### src/hdl/vertex_normal_affine_transform_defines.svh
// ----------------------------------------------------------------------------
// Assertion macros for the vertex / normal transform
// Clocked assertion wrappers; they compile to nothing when SYNTH is defined.
// ----------------------------------------------------------------------------
`ifndef VERTEX_NORMAL_AFFINE_TRANSFORM_DEFINES_SVH
`define VERTEX_NORMAL_AFFINE_TRANSFORM_DEFINES_SVH

`ifndef SYNTH
// plain property, checked outside reset
`define VNAT_ASSERT(label, prop, msg) \
  label: assert property (@(posedge clk) disable iff (!rst_n) (prop)) else $error(msg);
// same-cycle implication, checked outside reset
`define VNAT_ASSERT_IMP(label, ante, cons, msg) \
  label: assert property (@(posedge clk) disable iff (!rst_n) (ante) |-> (cons)) \
    else $error(msg);
`else
`define VNAT_ASSERT(label, prop, msg)
`define VNAT_ASSERT_IMP(label, ante, cons, msg)
`endif

`endif

### src/hdl/vnat_pkg.sv
// ----------------------------------------------------------------------------
// vnat_pkg
// Widths, pipeline taps, register codes and types of the vertex transform.
// ----------------------------------------------------------------------------
package vnat_pkg;

  localparam int XW    = 32;          // Q16.16 component
  localparam int CW    = 16;          // Q4.12 coefficient
  localparam int PW    = XW + CW;     // one product
  localparam int SW    = 51;          // dot product plus offset
  localparam int FRAC  = 12;          // coefficient fraction bits
  localparam int RW    = SW - FRAC;   // rounded component
  localparam int AW    = RW - 1;      // magnitude
  localparam int NW    = 30;          // normalized magnitude, top bit 29
  localparam int LW    = 6;           // leading-one position
  localparam int SQW   = 2 * NW + 2;  // sum of three squares
  localparam int RTW   = SQW / 2;     // square root
  localparam int RMW   = RTW + 2;     // root remainder
  localparam int DQW   = 17;          // unit-length quotient
  localparam int QSH   = 16;          // numerator scale
  localparam int DNW   = 48;          // divider numerator
  localparam int NCOEF = 18;
  localparam int NBASE = 9;           // first normal-matrix coefficient

  // taps of the side delay line (tap 0 = shift stage)
  localparam int ROOT_TAP = 2 + RTW;
  localparam int DIV_TAP  = ROOT_TAP + DQW;
  localparam int SD_LEN   = DIV_TAP + 1;

  // out_tuser bits
  localparam int USER_ZERO = 0;
  localparam int USER_SAT  = 1;

  typedef logic [2:0][XW-1:0] vec3_t;
  typedef logic [2:0][CW-1:0] coef3_t;

  typedef enum logic [2:0] {
    REG_COEF0 = 3'd0,
    REG_COEF1 = 3'd1,
    REG_COEF2 = 3'd2,
    REG_COEF3 = 3'd3,
    REG_COEF4 = 3'd4,
    REG_TRXY  = 3'd5,
    REG_TRZ   = 3'd6,
    REG_NORM  = 3'd7
  } cfg_reg_t;

  // per-item bookkeeping carried alongside the normalize pipeline
  typedef struct packed {
    logic             valid;
    logic             norm;
    logic             zero;
    logic             sat;
    logic [2:0]       neg;
    vec3_t            clamp;
    logic [2:0][NW-1:0] a;
  } side_t;

endpackage

### src/hdl/vnat_lane.sv
// ----------------------------------------------------------------------------
// vnat_lane
// One output column: three products, offset add, round to Q16.16.
// ----------------------------------------------------------------------------
module vnat_lane (
  input  logic                             clk,
  input  logic                             en,
  input  vnat_pkg::vec3_t                  vec_i,
  input  vnat_pkg::coef3_t                 coef_i,
  input  logic signed [vnat_pkg::XW-1:0]   ofs_i,
  input  logic                             add_ofs_i,
  output logic signed [vnat_pkg::RW-1:0]   r_o
);
  import vnat_pkg::*;

  logic signed [PW-1:0] prod_r [3];
  logic signed [SW-1:0] ofs_r;
  logic signed [SW-1:0] sum_w;

  // stage 1: products and scaled offset
  always_ff @(posedge clk) begin
    if (en) begin
      for (int i = 0; i < 3; i++) begin
        prod_r[i] <= $signed(vec_i[i]) * $signed(coef_i[i]);
      end
      ofs_r <= add_ofs_i ? {{(SW-XW-FRAC){ofs_i[XW-1]}}, ofs_i, {FRAC{1'b0}}} : '0;
    end
  end

  // stage 2: sum, round half up, floor shift
  assign sum_w = SW'(prod_r[0]) + SW'(prod_r[1]) + SW'(prod_r[2]) + ofs_r
               + SW'(1 << (FRAC - 1));

  always_ff @(posedge clk) begin
    if (en) begin
      r_o <= sum_w[SW-1:FRAC];
    end
  end

endmodule

### config.mk
export PLATFORM = sky130hd
export DESIGN_NAME = vnat_lane
export DESIGN_NICKNAME = d
export VERILOG_FILES = /design/src/hdl/vertex_normal_affine_transform_defines.svh /design/src/hdl/vnat_pkg.sv /design/src/hdl/vnat_lane.sv
export SDC_FILE = /design/constraint.sdc
export NUM_CORES = 2
export LEC_CHECK = 0
export ABC_CLOCK_PERIOD_IN_PS = 9200
export BUFFER_PORTS_ARGS = -buffer_cell sky130_fd_sc_hd__buf_2
export CORE_MARGIN = 1
export CORE_UTILIZATION = 45
export DETAILED_ROUTE_END_ITERATION = 7
export PLACE_DENSITY_LB_ADDON = 0.05
export SLEW_MARGIN = 20
export SYNTH_ARGS = -nofsm -noshare
export SYNTH_HDL_FRONTEND = slang
export SYNTH_SLANG_ARGS = --single-unit
### constraint.sdc
create_clock -name clk -period 9.2 [get_ports clk]
set_clock_uncertainty 0.2 [all_clocks]
set_input_delay 0.46 -clock clk [delete_from_list [all_inputs] [get_ports clk]]
set_output_delay 0.46 -clock clk [all_outputs]
set_load 0.02 [all_outputs]
# After elaboration in Yosys (flattened, before gate mapping)
# Memory sizes are Yosys's and may differ from the RTL's.
# Cells that the tools add are included.
# Widths: inputs -> output; s select.
[totals]
regBits = 83
ramBits = 144
out_inout_bits = 39
elab_cells = 13
mem_count = 1
[op_classes]
addsub = 4
n_mul = 3
mux = 2
[mem_list]
columns = ["memory", "depth", "width", "read_ports", "rd_ports_with_merged_regs", "wr", "line_no", "source"]
rows = [
  ["prod_r", 3, 48, 3, 0, 3, "vnat_lane.sv:16", "logic signed [PW-1:0] prod_r [3];"],
]
[ops]
columns = ["op", "count"]
rows = [
  ["$mul 32x16->48", 3],
  ["$add 50x44->51", 1],
  ["$add 51x13->51 const B", 1],
  ["$add 49x48->50", 1],
  ["$add 48x48->49", 1],
  ["$mux 1", 2],
]

# Longest topological paths before layout
[depth]
ltp_word = 4
depth_mapped = 26
mapped_depth_nobuf = 25

# Least setup slack after synthesis
# OpenSTA, ideal clock, no wires.
[synth_path]
path_kind = "input -> register"
startpoint = "input port vec_i[7] in the netlist's numbering"
endpoint = "memory prod_r[0][47] in the netlist's numbering (data pin)"
setup_time_ns = 0.266
t_arrival_ns = 6.129
required_ns = 8.734
path_slack_ns = 2.605
cell_stages = 24
cell_sequence = "clkbuf_1 > nand2_1 > fa_1 > inv_1 > fa_1 > inv_1 > fa_1 > inv_1 > fa_1 > fa_1 > inv_1 > fa_1 > inv_1 > ha_1 > and4_1 > and3_1 > o2111ai_1 > o221ai_2 > a21oi_2 > a32oi_2 > a31oi_4 > o31ai_2 > and4_1 > nor3_2"
[synth_lines]
columns = ["item", "line_no", "source"]
rows = [
  ["from (decl)", "vnat_lane.sv:8", "input vnat_pkg::vec3_t vec_i,"],
  ["to (decl)", "vnat_lane.sv:16", ""],
]

==> flow_metrics.tcl <==
set metrics [dict create \
    status "finished clean" \
    period_share 0.770 \
    cp-startpoint "coef_i[23]" \
    h-tree-depth 1 \
    arrival_ns 7.20 \
    synth_area_leaders "fa_1 48%, edfxtp_1 10%, inv_1 9.8%, ha_1 7.8%, and2_1 6.4%" \
    drt_iter0_markers 2251 \
    timing.final.crit_period_ns 7.08 \
    maxCapViolCount 0 \
    synth_cell_types 77 \
    startpoint_type "input port" \
    synth_nets 8791 \
    drc 0 \
    r2r_cells 13 \
    clock.fmax_mhz 141 \
    yosys.area.top_type "fa_1" \
    drt_pass1_iterations 5 \
    hold_viol 0 \
    final_layout_size_suffix_gt1_frac 0.0440 \
    port-buffer-count 217 \
    grt_max_degree 90 \
    synth_top_flop_cell "edfxtp_1" \
    grt.total_usage 0.246 \
    core_area_mm2 0.140 \
    clkLatencyLatePin_ns 0.58 \
    cp_max_fo 32 \
    cts_tree "yes" \
    slew_violations 0 \
    gr-total-overflow 0 \
    numClockSinks 215 \
    drt.antenna.violating_nets 0 \
    synth_common_cells "1,663 x inv_1, 1,542 x fa_1, 895 x nand2_1" \
    synth_edf_count 215 \
    yosysWarnings 0 \
    syn2layout_area_growth_pct 5.37 \
    nets 8786 \
    syn_area_mm2 0.0638 \
    synth_cells 6670 \
    cts_buffers 26 \
    die_y_um 379 \
    start_util 0.456 \
    io_pins 218 \
    rsz0062_at_grt "no" \
    max-slew-margin-rel 0.297 \
    ff2ff_setup_slack_ns 4.03 \
    path_class "input port to flop" \
    synth-seq-area-share 0.101 \
    tightestPinTransition_ns 1.05 \
    avgRoutedWirePerCell_um 19.7 \
    r2r-start "prod_r[0][15]$_DFFE_PP_" \
    synth_top_area_frac 0.484 \
    syn_avg_cell_area_um2 9.57 \
    timing.rr.end "r_o[30]$_DFFE_PP_" \
    grt_pass1_wl_um 271000 \
    hpwl_um 139000 \
    antenna_found_initial 5 \
    row_count 137 \
    die-width_um 379 \
    vias 43700 \
    cp-endpoint "prod_r[0][95]$_DFFE_PP_" \
    grt_pass1_vias 47000 \
    clk_pin_slew_ns 0.06 \
    synthArstFlopShare 0 \
    cts_buffer_depth 3 \
    fillers 13700 \
    cts_root_buf "clkbuf_16" \
    fin_setup_tns_ns 0 \
    setup_viol 0 \
    place_congestion 0.872 \
    endpoint_kind "flop" \
    via_per_inst 5.10 \
    hp-class "input port to flop" \
    synth.most_common_cell "inv_1" \
    finalWirelength_um 169000 \
    dieArea_mm2 0.143 \
    crit_required_ns 9.32 \
    synth_seq_cells 215 \
]
cell families after synthesis:
kind of cell / share of synthesized area
fa+ha+maj: 0.562
buf+inv: 0.114
simple gates: 0.143
compound gates: 0.0541
flops: 0.101
xor+xnor: 0.0259
area by class of cell:
type,instances,area [um2],share of cell area
antenna,2,5.00,0.0000744
clock buffer,31,669,0.00995
clock inverter,14,160,0.00238
inverter,1665,6250,0.0929
multi-input combinational,4525,50100,0.745
sequential,215,6460,0.0960
tap,1876,2350,0.0349
timing repair buffer,232,1240,0.0185
registers in the layout (all words and copies together) (netlist names):
name    cells
prod_r    144
r_o        39
ofs_r      32
how the worst min path moves through the flow:
stage | startpoint | to | slack [ns] | depth (start not counted)
finish | ofs_i[11] | ofs_r[23]$_SDFFCE_PN0P_ | 0.09 | 2
global route | ofs_i[12] | ofs_r[24]$_SDFFCE_PN0P_ | 0.06 | 2
CTS | ofs_i[14] | ofs_r[26]$_SDFFCE_PN0P_ | 0.06 | 2
detailed placement | ofs_i[0] | ofs_r[12]$_SDFFCE_PN0P_ | 0.55 | 2
global placement | ofs_i[29] | ofs_r[41]$_SDFFCE_PN0P_ | 0.55 | 2
floorplan | en | ofs_r[12]$_SDFFCE_PN0P_ | 0.37 | 0
per-layer routing:
layer / GRT usage / wire length [um]
met4: 0.0473 / 3550
met5: 0 / 0
met2: 0.429 / 85700
met1: 0.336 / 73100
met3: 0.0219 / 6740
placed cells by master, fill, tap and decap left out, drive strengths merged, types with 5 or more instances in the layout:
cell            n
a211oi         26
clkbuf         31
o211ai          8
a2111oi         5
a21o           98
buf           219
xor2           53
a31oi          22
a221oi          7
and3           16
dlygate4sd3    13
nand2b         39
a21oi         154
inv          1667
nand4          25
xnor2         136
or2             7
o21bai         20
o31ai           5
nand2         895
clkinv          8
or3             7
a31o            7
a311oi          7
a221o           5
nor2          143
ha            400
o21a           23
and2          651
nand3          33
nor2b          19
edfxtp        215
nor4            6
nor3           21
fa           1542
o21ai          89
a41oi           6
and4            9
stage by stage:
stage | hold slack, ns | worst slack [ns] | instance area (um2) | util | cells
floorplan | 0.372 | 2.60 | 63800 | - | 6670
global placement | 0.549 | 1.55 | 66300 | 0.473 | 8500
detailed placement | 0.547 | 1.54 | 66300 | 0.473 | 8500
CTS | 0.0643 | 2.16 | 67300 | 0.480 | 8558
global route | 0.0628 | 1.70 | 67300 | 0.480 | 8558
finish | 0.0864 | 2.12 | 67300 | 0.480 | 8560
repair_timing:
item / CTS / global route
hold buffers: 13 / 0
endpoints found under the hold margin: 13 / 0
buffers inserted: 0 / 0
gates resized for setup: 0 / 0
critical path: stages:
cell	delay [ns]
buf_2	0.56
nand2_1	0.18
fa_1	0.57
inv_1	0.05
fa_1	0.49
inv_1	0.07
fa_1	0.53
inv_1	0.05
fa_1	0.45
fa_1	0.48
inv_1	0.05
fa_1	0.47
inv_1	0.04
ha_1	0.34
a21oi_1	0.18
o21ai_0	0.14
a22oi_1	0.20
o21ai_1	0.21
o221ai_1	0.43
o21ai_1	0.22
a31oi_1	0.37
o221ai_1	0.18
a211oi_1	0.35
xnor2_1	0.12
Power is left out: the tool's default activity adds up to more than one toggle a clock period on the data nets, which glitch-free logic cannot reach.
