--- config.mk ---
export PLATFORM = sky130hd
export DESIGN_NAME = vnat_div
export DESIGN_NICKNAME = d
export VERILOG_FILES = /design/src/hdl/vertex_normal_affine_transform_defines.svh /design/src/hdl/vnat_pkg.sv /design/src/hdl/vnat_div.sv
export SDC_FILE = /design/constraint.sdc
export NUM_CORES = 2
export LEC_CHECK = 0
export BUFFER_PORTS_ARGS = -buffer_cell sky130_fd_sc_hd__buf_2
export CAP_MARGIN = 10
export CORE_AREA = 2 2 430 751
export DETAILED_ROUTE_END_ITERATION = 6
export DIE_AREA = 0 0 432 753
export SLEW_MARGIN = 20
export SYNTH_ARGS = -nofsm -noshare
export SYNTH_HDL_FRONTEND = slang
export SYNTH_SLANG_ARGS = --single-unit
--- constraint.sdc ---
create_clock -name clk -period 8.4 [get_ports clk]
set_clock_uncertainty 0.1 [all_clocks]
set_input_delay 0.84 -clock clk [delete_from_list [all_inputs] [get_ports clk]]
set_output_delay 0.84 -clock clk [all_outputs]
set_load 0.02 [all_outputs]
--- src/hdl/vertex_normal_affine_transform_defines.svh ---
// ----------------------------------------------------------------------------
// Assertion macros for the vertex / normal transform
// Clocked assertion wrappers; they compile to nothing when SYNTH is defined.
// ----------------------------------------------------------------------------
`ifndef VERTEX_NORMAL_AFFINE_TRANSFORM_DEFINES_SVH
`define VERTEX_NORMAL_AFFINE_TRANSFORM_DEFINES_SVH

`ifndef SYNTH
// plain property, checked outside reset
`define VNAT_ASSERT(label, prop, msg) \
  label: assert property (@(posedge clk) disable iff (!rst_n) (prop)) else $error(msg);
// same-cycle implication, checked outside reset
`define VNAT_ASSERT_IMP(label, ante, cons, msg) \
  label: assert property (@(posedge clk) disable iff (!rst_n) (ante) |-> (cons)) \
    else $error(msg);
`else
`define VNAT_ASSERT(label, prop, msg)
`define VNAT_ASSERT_IMP(label, ante, cons, msg)
`endif

`endif

--- src/hdl/vnat_pkg.sv ---
// ----------------------------------------------------------------------------
// vnat_pkg
// Widths, pipeline taps, register codes and types of the vertex transform.
// ----------------------------------------------------------------------------
package vnat_pkg;

  localparam int XW    = 32;          // Q16.16 component
  localparam int CW    = 16;          // Q4.12 coefficient
  localparam int PW    = XW + CW;     // one product
  localparam int SW    = 51;          // dot product plus offset
  localparam int FRAC  = 12;          // coefficient fraction bits
  localparam int RW    = SW - FRAC;   // rounded component
  localparam int AW    = RW - 1;      // magnitude
  localparam int NW    = 30;          // normalized magnitude, top bit 29
  localparam int LW    = 6;           // leading-one position
  localparam int SQW   = 2 * NW + 2;  // sum of three squares
  localparam int RTW   = SQW / 2;     // square root
  localparam int RMW   = RTW + 2;     // root remainder
  localparam int DQW   = 17;          // unit-length quotient
  localparam int QSH   = 16;          // numerator scale
  localparam int DNW   = 48;          // divider numerator
  localparam int NCOEF = 18;
  localparam int NBASE = 9;           // first normal-matrix coefficient

  // taps of the side delay line (tap 0 = shift stage)
  localparam int ROOT_TAP = 2 + RTW;
  localparam int DIV_TAP  = ROOT_TAP + DQW;
  localparam int SD_LEN   = DIV_TAP + 1;

  // out_tuser bits
  localparam int USER_ZERO = 0;
  localparam int USER_SAT  = 1;

  typedef logic [2:0][XW-1:0] vec3_t;
  typedef logic [2:0][CW-1:0] coef3_t;

  typedef enum logic [2:0] {
    REG_COEF0 = 3'd0,
    REG_COEF1 = 3'd1,
    REG_COEF2 = 3'd2,
    REG_COEF3 = 3'd3,
    REG_COEF4 = 3'd4,
    REG_TRXY  = 3'd5,
    REG_TRZ   = 3'd6,
    REG_NORM  = 3'd7
  } cfg_reg_t;

  // per-item bookkeeping carried alongside the normalize pipeline
  typedef struct packed {
    logic             valid;
    logic             norm;
    logic             zero;
    logic             sat;
    logic [2:0]       neg;
    vec3_t            clamp;
    logic [2:0][NW-1:0] a;
  } side_t;

endpackage

--- src/hdl/vnat_div.sv ---
// ----------------------------------------------------------------------------
// vnat_div
// Pipelined restoring divider, one quotient bit per stage.
// ----------------------------------------------------------------------------
module vnat_div (
  input  logic                        clk,
  input  logic                        en,
  input  logic [vnat_pkg::DNW-1:0]    num_i,
  input  logic [vnat_pkg::RTW-1:0]    den_i,
  output logic [vnat_pkg::DQW-1:0]    q_o
);
  import vnat_pkg::*;

  logic [DNW-1:0] rem_r [DQW-1];
  logic [RTW-1:0] den_r [DQW-1];
  logic [DQW-1:0] q_r   [DQW];

  for (genvar k = 0; k < DQW; k++) begin : g_bit
    logic [DNW-1:0] rem_in;
    logic [RTW-1:0] den_in;
    logic [DQW-1:0] q_in;
    logic [DNW-1:0] dsh;
    logic           ge;

    if (k == 0) begin : g_first
      assign rem_in = num_i;
      assign den_in = den_i;
      assign q_in   = '0;
    end else begin : g_next
      assign rem_in = rem_r[k-1];
      assign den_in = den_r[k-1];
      assign q_in   = q_r[k-1];
    end

    // quotient bit DQW-1-k
    assign dsh = DNW'(den_in) << (DQW - 1 - k);
    assign ge  = rem_in >= dsh;

    always_ff @(posedge clk) begin
      if (en) begin
        q_r[k] <= {q_in[DQW-2:0], ge};
      end
    end

    if (k < DQW - 1) begin : g_keep
      always_ff @(posedge clk) begin
        if (en) begin
          rem_r[k] <= ge ? rem_in - dsh : rem_in;
          den_r[k] <= den_in;
        end
      end
    end
  end

  assign q_o = q_r[DQW-1];

endmodule

Word-level counts from Yosys, hierarchy flattened --
Memories as Yosys holds them, arrays and structs flattened. Cells that the tools add are included.
Storage, ports and cells: RAM bits 1553, register bits after elaboration 0, memories 3, output and inout port bits 17
Memories:
- rem_r | words 16, bits a word 48, read ports 16, clocked after memory_dff 0, wr ports 16, RTL line vnat_div.sv:14 | logic [DNW-1:0] rem_r [DQW-1];
- den_r | words 16, bits a word 31, read ports 16, clocked after memory_dff 0, wr ports 16, RTL line vnat_div.sv:15 | logic [RTW-1:0] den_r [DQW-1];
- q_r | words 17, bits a word 17, read ports 17, clocked after memory_dff 0, wr ports 17, RTL line vnat_div.sv:16 | logic [DQW-1:0] q_r [DQW];
Cells by class: add/sub/neg operators 16, muxes and demuxes 18, magnitude comparators 17
Operators by type and width (count):
- two-way mux 48 bit | 16
- greater-or-equal comparator 48 x 31 -> 1 bit | 1
- greater-or-equal comparator 48 x 32 -> 1 bit | 1
- greater-or-equal comparator 48 x 33 -> 1 bit | 1
- greater-or-equal comparator 48 x 34 -> 1 bit | 1
- greater-or-equal comparator 48 x 35 -> 1 bit | 1
- greater-or-equal comparator 48 x 36 -> 1 bit | 1
- greater-or-equal comparator 48 x 37 -> 1 bit | 1
- greater-or-equal comparator 48 x 38 -> 1 bit | 1
- greater-or-equal comparator 48 x 39 -> 1 bit | 1
- greater-or-equal comparator 48 x 40 -> 1 bit | 1
- greater-or-equal comparator 48 x 41 -> 1 bit | 1
- greater-or-equal comparator 48 x 42 -> 1 bit | 1
- greater-or-equal comparator 48 x 43 -> 1 bit | 1
- greater-or-equal comparator 48 x 44 -> 1 bit | 1
- greater-or-equal comparator 48 x 45 -> 1 bit | 1
- greater-or-equal comparator 48 x 46 -> 1 bit | 1
- greater-or-equal comparator 48 x 47 -> 1 bit | 1
- subtractor 48 x 32 -> 48 bit | 1
- subtractor 48 x 33 -> 48 bit | 1
- subtractor 48 x 34 -> 48 bit | 1
- subtractor 48 x 35 -> 48 bit | 1
- subtractor 48 x 36 -> 48 bit | 1
- subtractor 48 x 37 -> 48 bit | 1
- 11 further kinds | 12

Longest topological paths before layout --
An unclocked memory read counts as a cell.
word-level depth 3, mapped depth 17, depth with buffers taken out 15

Least setup slack after synthesis --
Ideal clock, no wire load.
path kind input -> register, from input port num_i[16] in the netlist's numbering, to memory rem_r[0][47], data pin, cell stages on the path 15, arrival 3.641 ns, slack 4.386 ns, path buffers 1, setup time 0.273 ns, data required time 8.027 ns, cells stage by stage inv_1 ha_1 fa_1 nor2b_1 o21ai_1 a21boi_0 o21ai_1 a211oi_1 o31ai_1 o21ai_1 nor2_1 o41a_1 clkbuf_1 nor4b_1 xor2_1
RTL lines:
- from (decl) | RTL line vnat_div.sv:8 | input logic [vnat_pkg::DNW-1:0] num_i,
- to (decl) | RTL line vnat_div.sv:14

==> key figures <==
Global routing
  – Global-route wire length before repair: 286 mm
  – Antenna violations before repair: 0
  – Largest net degree at the start of global routing: 166
  – All-Layer GR Usage: 0.108
  – GR Overflow Total: 0
  – Vias in the first global route: 56100

Drt
  – Routed Antenna Nets: 0
  – Per-cell routed wire length: 15.4 µm
  – Residual DRC: 0
  – Initial DRT Pass Iterations: 6
  – DRT iter0 DRCs: 2878
  – Final wirelength: 179 mm
  – Detailed-route via count: 53600
  – Routed vias/inst: 4.62

Yosys
  – Synth top area cells: edfxtp_1, ha_1, o21ai_0, a21oi_1, a21o_1
  – Syn. warnings: 0
  – Synthesized Nets: 7862
  – Yosys top cell area share: 0.535
  – Asr flop ratio synth: 0
  – Synth Cell Area: 79500 µm²
  – Main synth FF type: edfxtp_1
  – Area leader, netlist: edfxtp_1
  – Syn avg cell area: 11.0 µm²
  – Seq cells post-synth: 1417
  – EDFF count, synth: 1417
  – Cell variety after synth: 94
  – Seq/Total Area, Yosys: 0.535
  – Cells after Synth: 7238

CTS
  – Worst-Skew Late Latency: 0.83 ns
  – CTS tree: built
  – CTS max path bufs: 4
  – Sink Count: 1417
  – Clock root buffer: clkbuf_16
  – Total number of H-tree levels: 4
  – Reg clk slew, reported paths: 0.06 ns
  – CTS Buf Count: 160
  – Setup Buffers After CTS: 0
  – # resized after CTS: 0
  – Hold buffers post-CTS: 0

STA
  – Slew headroom: 0.173
  – FMAX: 206 MHz
  – Setup TNS: 0 ns
  – Hold Violations, Final: 0
  – Fin crit period: 4.85 ns
  – Setup-failing EPs final: 0
  – Max-slew violations: 0
  – Worst Max-Slew Pin Slew: 1.21 ns
  – Period Utilization, post-route: 0.578
  – RSZ-0062 raised after global routing: false

Placed design
  – RD Place Congestion: 0.935
  – IO Port Bufs: 97
  – DPL Wire Length: 138 mm

Min path
  – HP Class: input pin to flip-flop
  – Hold path start: den_i[30]

Power and ir drop
  – Final total power: 30400 µW
  – Static Leakage: 0.0347 µW
  – P per Cell Area: 338 nW/µm²
  – Worst VDD drop: 0.147 mV

Setup path
  – CP Data Required Time: 8.85 ns
  – Crit end category: flip-flop
  – CP Max Fanout: 56
  – Crit path DAT: 5.30 ns
  – Kind of critical path: flip-flop to flip-flop
  – Critical path startpoint: den_r[1][125]
  – Startpoint Class: flip-flop
  – Worst r2r src: den_r[1][125]

Cells and area
  – Fraction of layout cells with a size suffix above 1: 0.0674
  – Area growth syn-to-layout: 13.1%
  – Nets: 7971

Floorplanning
  – Area of the die: 325000 µm²
  – Core footprint: 320000 µm²
  – FP Rows: 275
  – Die X: 432 µm
  – Initial Util: 0.249
  – IO Pins: 98
  – Die Y: 753 µm

Run status
  – Status: finished, final reports clean

Run
  – Max_cap viols: 0
[worst max-delay path: stages, from the launching register on]
cell	delay, ns
edfxtp_1	0.40
inv_1	0.07
ha_1	0.30
nor2b_1	0.15
o21a_1	0.14
o21ai_0	0.14
a21oi_1	0.35
nand2b_1	0.23
a31oi_1	0.11
o21ai_0	0.95
a31oi_4	0.25
buf_4	0.35
or4_1	0.70
nor4_1	0.29
xor2_1	0.10
[metal layers]
metal / track usage / vias to the layer above / share of wire
met1: 0.0962 / 25200 / 0.34
li1: - / 26700 / -
met5: 0 / - / 0
met2: 0.220 / 1211 / 0.56
met3: 0.0147 / 570 / 0.032
met4: 0.0658 / 0 / 0.065
[cells in the final DEF (no fill, tap or decap), types with 30 or more instances in the layout]
master	count
a21o_1	343
and2_1	34
buf_4	34
clkbuf_1	32
or3_1	43
xor2_1	261
or4_1	32
clkbuf_16	162
nand2_1	634
xnor2_1	292
nand2b_1	86
edfxtp_1	1417
and3_1	47
o21ai_0	576
a211oi_1	42
o31ai_1	40
o21a_1	46
nor2b_1	76
nor2_1	357
a31oi_1	56
buf_2	96
o211ai_1	30
ha_1	527
nor4_1	52
nand4_1	85
nor3_1	108
inv_1	686
nand3_1	145
a21oi_1	530
mux2_2	66
o21bai_1	70
[where the power goes]
| group | internal, µW | switching (µW) |
|---|---|---|
| combinational | 5140 | 7320 |
| clock | 3950 | 2760 |
| sequential | 10200 | 992 |
[final timing paths]
| check | to | slack, ns | cells past startpoint |
|---|---|---|---|
| hold reg to reg | q_r[15][11] | 0.30 | 0 |
| setup reg to reg | rem_r[1][283] | 3.55 | 14 |
| setup / recovery | rem_r[1][283] | 3.55 | 14 |
| hold / removal | den_r[0][30] | 0.10 | 1 |
[logic make-up after synthesis]
logic type,Yosys count,synth area share
AOI/OAI and AO/OA,1954,0.153
xor gates and xnor gates,553,0.0610
adders and majority gates,543,0.0870
buffers and inverters,876,0.0416
DFF,1417,0.535
muxes,71,0.00998
and+or+nand+nor,1824,0.112
[area by class of cell]
type	count	area [µm²]
fillers	32700	230000
well taps	4155	5200
multi-input cells	4945	33700
inverters	686	2570
clock inverters	80	785
flip-flops and latches	1417	42600
clock buffers	194	4170
diodes	1	2.50
repair buffers	137	876
[registers in the layout, summed over array words and instances (netlist names)]
name,flops
den_r,496
q_r,153
rem_r,768
[synth_stat cells (17+ instances only)]
cell	number
o31ai_1	40
o21ai_0	576
edfxtp_1	1417
a211oi_1	44
xor2_1	261
or3_1	43
ha_1	527
nand3b_1	21
nor2b_1	76
and3_1	47
inv_1	686
o21bai_1	70
nand4_1	85
or2_2	25
and2_1	34
nor3_1	108
nand2_1	634
a31oi_1	57
or4_1	32
nand2b_1	86
a2111oi_0	18
xnor2_1	292
nand3_1	145
o211ai_1	30
nor4_1	52
a21oi_1	531
nor2_1	359
a21boi_0	17
a21o_1	343
mux2_2	66
clkbuf_1	163
o21a_1	47
[per-stage QoR]
stage	hold WS [ns]	setup WS, ns	util	cell area, µm²	cells
2_1_floorplan	0.300	4.39	-	79500	7238
3_3_place_gp	0.305	3.29	0.266	84900	11300
3_5_place_dp	0.305	3.38	0.266	84900	11300
4_1_cts	0.0348	3.53	0.281	89900	11600
5_1_grt	0.0686	3.20	0.281	89900	11600
6_report	0.105	3.55	0.281	89900	11600
Note: power is estimated with default switching activity, not from simulation.
